### src/design/idx_list_pkg.sv
// Shared types and constants for the indexed insert/remove list.
// Holds the command codes, status codes and the per-cell control word.
// No dependencies.
package idx_list_pkg;

  // Width of positions and counts inside the cell row (covers DEPTH up to 127)
  localparam int POS_W  = 7;
  localparam int WORD_W = 32;

  // Input command codes (carried on in_tuser)
  typedef enum logic [2:0] {
    CMD_INSERT      = 3'd0,
    CMD_APPEND      = 3'd1,
    CMD_REMOVE      = 3'd2,
    CMD_REMOVE_LAST = 3'd3,
    CMD_CLEAR       = 3'd4,
    CMD_LIST        = 3'd5
  } cmd_t;

  // Result status codes (carried on out_tuser)
  localparam logic [1:0] STAT_OK     = 2'd0;
  localparam logic [1:0] STAT_BADPOS = 2'd1;
  localparam logic [1:0] STAT_FULL   = 2'd2;
  localparam logic [1:0] STAT_EMPTY  = 2'd3;

  // Operation broadcast to every cell
  typedef enum logic [2:0] {
    OP_HOLD = 3'd0,
    OP_INS  = 3'd1,
    OP_WR   = 3'd2,
    OP_DEL  = 3'd3,
    OP_ROT  = 3'd4
  } cell_op_t;

  // Control word shared by the whole row
  typedef struct packed {
    cell_op_t            op;
    logic [POS_W-1:0]    pos;
    logic [POS_W-1:0]    cnt;
    logic [POS_W-1:0]    rd_idx;
    logic [WORD_W-1:0]   data;
  } cell_ctrl_t;

endpackage

### src/design/indexed_insert_remove_list_core.sv
// Top level of the indexed insert/remove list: control, result register and cell row.
// Depends on idx_list_pkg and idx_list_cell.
//
// Usage:
//   Commands enter on the in_ stream (command on in_tuser, position and data word
//   on in_tdata). Results leave on the out_ stream (status on out_tuser, word and
//   entry count on out_tdata, out_tlast on the final result of a command).
//   Insert, append, remove, remove-last and clear each give one result; the row
//   of cells moves or writes all affected words at once, so such a command's result
//   is registered at the accepting edge and offered in the cycle after acceptance.
//   List gives one result per stored entry (one result with status empty when
//   the list is empty): the command moves the control into the list state, and
//   each step there rotates the row by one place and registers one result while
//   the output is free, so the input is held until the walk ends and the row is
//   back in order afterwards.
//   Throughput: one command per cycle while the output is not stalled.
//   in_tready is low while a list is being walked and while a result waits in
//   the output register with out_tready low; a stalled receiver holds the block.
//   Reset (rst_n low, synchronous) empties the list and drops any pending result;
//   stored words are not cleared and are never read beyond the count.
module indexed_insert_remove_list_core #(
  parameter int DEPTH = 16
) (
  input  logic        clk,
  input  logic        rst_n,
  // input stream
  input  logic        in_tvalid,
  output logic        in_tready,
  input  logic [39:0] in_tdata,   // [4:0] position, [36:5] data_word, [39:37] zero
  input  logic [2:0]  in_tuser,   // [2:0] command
  // result stream
  output logic        out_tvalid,
  input  logic        out_tready,
  output logic [39:0] out_tdata,  // [31:0] out_word, [36:32] entry_count, [39:37] zero
  output logic [1:0]  out_tuser,  // [1:0] status
  output logic        out_tlast
);

  localparam int CW = $clog2(DEPTH + 1);
  localparam int PW = idx_list_pkg::POS_W;
  localparam int WW = idx_list_pkg::WORD_W;
  localparam logic [CW-1:0] CNT_FULL = CW'(DEPTH);

  typedef enum logic [1:0] {
    S_IDLE = 2'b01,
    S_LIST = 2'b10
  } state_t;

  state_t          state_r, state_nxt;
  logic [CW-1:0]   count_r, count_nxt;
  logic [CW-1:0]   list_idx_r, list_idx_nxt;

  logic            out_valid_r;
  logic [1:0]      out_status_r;
  logic [WW-1:0]   out_word_r;
  logic [4:0]      out_cnt_r;
  logic            out_last_r;

  logic            out_free;
  logic            acc;
  logic            load;
  logic [1:0]      res_status;
  logic [WW-1:0]   res_word;
  logic            res_last;

  idx_list_pkg::cell_ctrl_t ctrl;

  logic [WW-1:0]   cell_word [DEPTH];
  logic [WW-1:0]   cell_tap  [DEPTH];
  logic [WW-1:0]   tap_bus;

  logic [4:0]      in_pos;
  logic [WW-1:0]   in_word;
  logic [PW-1:0]   pos_ext;
  logic [PW-1:0]   cnt_ext;
  logic [PW-1:0]   cnt_m1;

  assign in_pos  = in_tdata[4:0];
  assign in_word = in_tdata[36:5];
  assign pos_ext = PW'(in_pos);
  assign cnt_ext = PW'(count_r);
  assign cnt_m1  = cnt_ext - PW'(1);

  assign out_free  = !out_valid_r || out_tready;
  assign in_tready = (state_r == S_IDLE) && out_free;
  assign acc       = in_tvalid && in_tready;

  // read bus: OR of the cell taps, only the addressed cell is non-zero
  always_comb begin
    tap_bus = '0;
    for (int i = 0; i < DEPTH; i++) begin
      tap_bus = tap_bus | cell_tap[i];
    end
  end

  // command decode and list walk
  always_comb begin
    state_nxt    = state_r;
    count_nxt    = count_r;
    list_idx_nxt = list_idx_r;
    load         = 1'b0;
    res_status   = idx_list_pkg::STAT_OK;
    res_word     = '0;
    res_last     = 1'b1;
    ctrl.op      = idx_list_pkg::OP_HOLD;
    ctrl.pos     = pos_ext;
    ctrl.cnt     = cnt_ext;
    ctrl.rd_idx  = pos_ext;
    ctrl.data    = in_word;

    if (state_r == S_LIST) begin
      if (out_free) begin
        load     = 1'b1;
        ctrl.op  = idx_list_pkg::OP_ROT;
        res_word = cell_word[0];
        res_last = (list_idx_r == count_r - CW'(1));
        list_idx_nxt = list_idx_r + CW'(1);
        if (res_last) begin
          state_nxt = S_IDLE;
        end
      end
    end else if (acc) begin
      load = 1'b1;
      unique case (idx_list_pkg::cmd_t'(in_tuser))
        idx_list_pkg::CMD_INSERT: begin
          if (pos_ext > cnt_ext) begin
            res_status = idx_list_pkg::STAT_BADPOS;
          end else if (count_r == CNT_FULL) begin
            res_status = idx_list_pkg::STAT_FULL;
          end else begin
            ctrl.op   = idx_list_pkg::OP_INS;
            count_nxt = count_r + CW'(1);
          end
        end
        idx_list_pkg::CMD_APPEND: begin
          if (count_r == CNT_FULL) begin
            res_status = idx_list_pkg::STAT_FULL;
          end else begin
            ctrl.op   = idx_list_pkg::OP_WR;
            count_nxt = count_r + CW'(1);
          end
        end
        idx_list_pkg::CMD_REMOVE: begin
          if (pos_ext >= cnt_ext) begin
            res_status = idx_list_pkg::STAT_BADPOS;
          end else begin
            ctrl.op   = idx_list_pkg::OP_DEL;
            res_word  = tap_bus;
            count_nxt = count_r - CW'(1);
          end
        end
        idx_list_pkg::CMD_REMOVE_LAST: begin
          if (count_r == '0) begin
            res_status = idx_list_pkg::STAT_EMPTY;
          end else begin
            ctrl.rd_idx = cnt_m1;
            res_word    = tap_bus;
            count_nxt   = count_r - CW'(1);
          end
        end
        idx_list_pkg::CMD_CLEAR: begin
          count_nxt = '0;
        end
        idx_list_pkg::CMD_LIST: begin
          if (count_r == '0) begin
            res_status = idx_list_pkg::STAT_EMPTY;
          end else begin
            // results come from the walk that starts next cycle
            load         = 1'b0;
            list_idx_nxt = '0;
            state_nxt    = S_LIST;
          end
        end
        default: begin
          res_status = idx_list_pkg::STAT_OK;
        end
      endcase
    end
  end

  // control state
  always_ff @(posedge clk) begin
    if (!rst_n) begin
      state_r     <= S_IDLE;
      count_r     <= '0;
      list_idx_r  <= '0;
      out_valid_r <= 1'b0;
    end else begin
      state_r    <= state_nxt;
      count_r    <= count_nxt;
      list_idx_r <= list_idx_nxt;
      if (load) begin
        out_valid_r <= 1'b1;
      end else if (out_tready) begin
        out_valid_r <= 1'b0;
      end
    end
  end

  // result payload
  always_ff @(posedge clk) begin
    if (load) begin
      out_status_r <= res_status;
      out_word_r   <= res_word;
      out_cnt_r    <= 5'(count_nxt);
      out_last_r   <= res_last;
    end
  end

  // row of storage cells
  for (genvar g = 0; g < DEPTH; g++) begin : g_cell
    logic [WW-1:0] left_w;
    logic [WW-1:0] right_w;
    if (g == 0) begin : g_first
      assign left_w = '0;
    end else begin : g_mid_l
      assign left_w = cell_word[g-1];
    end
    if (g == DEPTH - 1) begin : g_end
      assign right_w = '0;
    end else begin : g_mid_r
      assign right_w = cell_word[g+1];
    end
    idx_list_cell #(
      .IDX (g)
    ) u_cell (
      .clk        (clk),
      .ctrl       (ctrl),
      .left_word  (left_w),
      .right_word (right_w),
      .head_word  (cell_word[0]),
      .word_o     (cell_word[g]),
      .tap_o      (cell_tap[g])
    );
  end

  assign out_tvalid = out_valid_r;
  assign out_tdata  = {3'b000, out_cnt_r, out_word_r};
  assign out_tuser  = out_status_r;
  assign out_tlast  = out_last_r;

endmodule

### src/design/idx_list_cell.sv
// One storage cell of the list row: holds a single data word.
// Takes its next word from itself, its neighbours, the head cell or the input.
// Depends on idx_list_pkg.
module idx_list_cell #(
  parameter int IDX = 0
) (
  input  logic                                 clk,
  input  idx_list_pkg::cell_ctrl_t             ctrl,
  input  logic [idx_list_pkg::WORD_W-1:0]      left_word,
  input  logic [idx_list_pkg::WORD_W-1:0]      right_word,
  input  logic [idx_list_pkg::WORD_W-1:0]      head_word,
  output logic [idx_list_pkg::WORD_W-1:0]      word_o,
  output logic [idx_list_pkg::WORD_W-1:0]      tap_o
);

  localparam logic [idx_list_pkg::POS_W-1:0] MY_IDX  = idx_list_pkg::POS_W'(IDX);
  localparam logic [idx_list_pkg::POS_W-1:0] MY_IDX1 = idx_list_pkg::POS_W'(IDX + 1);

  logic [idx_list_pkg::WORD_W-1:0] word_r;
  logic [idx_list_pkg::WORD_W-1:0] word_nxt;

  // next word for this place in the row
  always_comb begin
    word_nxt = word_r;
    case (ctrl.op)
      idx_list_pkg::OP_INS: begin
        if (MY_IDX > ctrl.pos) begin
          word_nxt = left_word;
        end else if (MY_IDX == ctrl.pos) begin
          word_nxt = ctrl.data;
        end
      end
      idx_list_pkg::OP_WR: begin
        if (MY_IDX == ctrl.cnt) begin
          word_nxt = ctrl.data;
        end
      end
      idx_list_pkg::OP_DEL: begin
        if (MY_IDX >= ctrl.pos) begin
          word_nxt = right_word;
        end
      end
      idx_list_pkg::OP_ROT: begin
        // rotate the valid part of the row down by one place
        if (MY_IDX1 < ctrl.cnt) begin
          word_nxt = right_word;
        end else if (MY_IDX1 == ctrl.cnt) begin
          word_nxt = head_word;
        end
      end
      default: begin
        word_nxt = word_r;
      end
    endcase
  end

  always_ff @(posedge clk) begin
    word_r <= word_nxt;
  end

  assign word_o = word_r;
  // selected cell drives the read bus, others give zero
  assign tap_o  = (MY_IDX == ctrl.rd_idx) ? word_r : '0;

endmodule
### config.mk
export PLATFORM = sky130hd
export DESIGN_NAME = indexed_insert_remove_list_core
export DESIGN_NICKNAME = d
export VERILOG_FILES = /design/src/design/idx_list_pkg.sv /design/src/design/indexed_insert_remove_list_core.sv /design/src/design/idx_list_cell.sv
export SDC_FILE = /design/constraint.sdc
export NUM_CORES = 2
export LEC_CHECK = 0
export BUFFER_PORTS_ARGS = -buffer_cell sky130_fd_sc_hd__clkbuf_2
export CAP_MARGIN = 20
export CORE_MARGIN = 2
export CORE_UTILIZATION = 25
export DETAILED_ROUTE_END_ITERATION = 6
export PLACE_DENSITY = 0.35
export SKIP_CTS_REPAIR_TIMING = 1
export SLEW_MARGIN = 5
export SYNTH_ARGS = -nofsm -noshare
export SYNTH_HDL_FRONTEND = slang
export SYNTH_SLANG_ARGS = --single-unit
### constraint.sdc
create_clock -name clk -period 17.2 [get_ports clk]
set_input_delay 3.44 -clock clk [delete_from_list [all_inputs] [get_ports clk]]
set_output_delay 3.44 -clock clk [all_outputs]
set_load 0.01 [all_outputs]
==> results.cfg <==
[critical_path]
critical_path_class = in2reg
crit_arrival_ns = 8.01
crit_fanout = 46
cp_slowest_cell = buf_4
critPathLaunchType = input pin
max_stage_delay_ns = 0.76
required_ns = 17.60
critPathMostFrequentCell = buf_4
crit_start = in_tuser[1]
crit_path_cell_trace = clkbuf_2 > nor2b_1 > nand3_2 > nor4_2 > buf_4 > buf_4 > o2bb2a_2 > buf_4 > a222oi_1 > o211a_1 > a32oi_1
cp-end-kind = register
rr_startpoint = count_r[1]
cp_num_buf_inv = 4
cp_top_family = buffers and inverters

[die]
start_util_pct = 25.2
core_sq_um = 136000
pin_count = 92
die_w_microns = 374
dieArea_sq_um = 140000
fp-row-count = 135
die_h_microns = 374

[final_layout]
final_util_pct = 29.2
drive_gt1_share_pct = 13.5
final-instance-count-excl-fill = 5178
final_net_count = 3391
seqCellArea_sq_um = 16800
multiInputGateArea_sq_um = 16500
area_growth_syn_to_layout_pct = 15.5
n_fill_cell = 14100

[logic_synthesis]
yosys.area.top_type = edfxtp_1
ys_seq_area_share_pct = 49.1
synth_area_sq_um = 34300
synth_top_area_share_pct = 48.4
yosysUniqueCellTypes = 79
synth_common_cells = nand2_1, edfxtp_1, o21ai_0
synthArstFlopShare_pct = 0
synth.most_common_cell = nand2_1
synth_warnings = 0
ys_ff_latch = 565
synth_edf_count = 552
synth_cells = 3434
netlist_top_cells_area = edfxtp_1, a222oi_1, nand2_1
ys.flop_type = edfxtp_1
synth_area_per_cell_sq_um = 9.98

[run_status]
status = finished with violations
violations = design-rule violations

[global_route]
grt_pass1_vias = 33400
grt_start_max_net_pins = 80
overflow = 0
grt.total_usage_pct = 30.1
grt_pass1_wl_microns = 292000
antenna_found_initial = 17

[placed_design]
dp.cells = 5036
portBuffers = 85
routabilityCongestion = 0.889
dp_slack_ns = 9.12
hpwl_microns = 117000

[sta]
drv_slew = 0
setup_tns_ns = 0
layout_min_cycle_time_ns = 7.61
timing.final.hold_violations = 0
final-setup-viol-count = 0
rsz0062_at_grt = false
fmax_ghz = 0.131
fin_ws_ns = 9.59
post-route-period-util_pct = 44.3
fin_worst_skew_ns = 0.0480
relSlewSlack_pct = 19.7
worst_slew_pin_slew_ns = 1.20

[route]
route.met2.wl_microns = 92200
met3WireLength_microns = 29700
detail-route-antenna-nets = 0
highest_layer = met5
wl_microns = 220000
avgRoutedWirePerCell_microns = 42.4
met1_length_microns = 85900
via_per_inst = 6.90
drt_pre_antenna_iters = 7
drc = 114
drt-initial-drc-count = 8162
num_vias = 35700

[cts]
cts_tree = built
cts_buffers = 76
h-tree-depth = 3
clkTransAtPathRegs_ns = 0.06
root_buffer = clkbuf_16
insertion_delay_ns = 0.70
clockBufferDepth = 3
cts_sinks = 565

[hold_path]
hold_path_startpoint = list_idx_r[1]
hold_class = reg2reg

[power_and_ir_drop]
p_leak_uw = 0.0134
power.density_nw_per_um2 = 95.4
ir_worst_vdd_uv = 65.3

[job]
drv_cap = 0
==> placed cells by master, fill, tap and decap left out, types with 9 or more instances in the layout <==
master,instances
clkbuf_1,10
clkbuf_2,85
a221oi_1,24
clkbuf_16,76
o221a_1,22
clkinv_2,13
o221a_2,18
a222oi_1,267
a221o_1,231
inv_1,50
a2111oi_0,50
nand3_1,18
a21o_1,10
mux2i_1,28
o21ai_0,328
nand2_1,615
edfxtp_1,552
a211oi_1,31
a22oi_1,34
a22o_1,68
o21ai_4,23
nor2b_1,9
a32oi_1,33
ha_1,11
and2_1,65
nor2_4,15
nand2b_1,9
or2_2,12
a21oi_4,9
buf_4,124
or3_1,11
dfxtp_1,12
clkinv_1,21
and3_1,32
a21oi_1,148
a31oi_1,9
o22ai_1,14
nor3_1,28
nor2_1,124
==> report_power, final <==
part | switching (uW) | internal [uW] | leakage [uW]
logic | 386 | 139 | 0.00699
registers | 47.2 | 1590 | 0.00519
clock network | 698 | 916 | 0.00118
==> layout make-up <==
| cell class | instances | share of cell area [%] |
|---|---|---|
| inverter | 50 | 0.474 |
| timing repair buffer | 212 | 3.58 |
| antenna | 7 | 0.0442 |
| clock inverter | 49 | 1.18 |
| multi-input combinational | 2428 | 41.7 |
| tap | 1781 | 5.63 |
| clock buffer | 86 | 4.90 |
| sequential | 565 | 42.5 |
==> metal layers <==
metal  vias up  global-route usage [%]
met2      3441                    44.2
li1      13700                       -
met3       700                    9.93
met1     17800                    39.6
met4         8                    14.2
met5         -                       0
==> worst register-to-register path, delay by kind of cell (launching register included) <==
| kind | cells | cell delay, ns |
|---|---|---|
| buffers and inverters | 4 | 2.08 |
| and+or+nand+nor | 3 | 0.81 |
| adders and majority gates | 1 | 0.37 |
| AOI/OAI and AO/OA | 4 | 1.68 |
| DFF | 1 | 0.78 |
==> metrics by stage <==
step | hold slack, ns | power, uW | instance area [sq um]
global route | 0.579 | 3860 | 39600
CTS | 0.547 | 3780 | 39600
detailed placement | 0.538 | 2160 | 37200
floorplan | 0.495 | 1910 | 34300
global placement | 0.525 | 2160 | 37100
finish | 0.541 | 3780 | 39600
==> registers in the layout (all words and copies together) (netlist names) <==
name,count
count_r,5
g_cell.u_cell.word_o,512
out_cnt_r,5
out_tlast,1
out_tuser,2
out_word_r,32
state_r,2
list_idx_r,5
out_tvalid,1
==> path summary, 6_finish.rpt <==
check,to,slack [ns],depth (start not counted)
worst max-delay path,out_word_r[11],9.59,11
worst min-delay path,list_idx_r[1],0.54,2
worst max register to register,out_word_r[11],11.20,12
worst min register to register,list_idx_r[1],0.54,2
==> cell families after synthesis <==
kind of cell	synth area share, %
compound gates	31.7
xor+xnor	0.307
fa+ha+maj	0.402
buf+inv	5.30
flops	49.1
mux	0.880
other cells	0.0109
simple gates	12.3
Power figures use the tool's default switching activity.
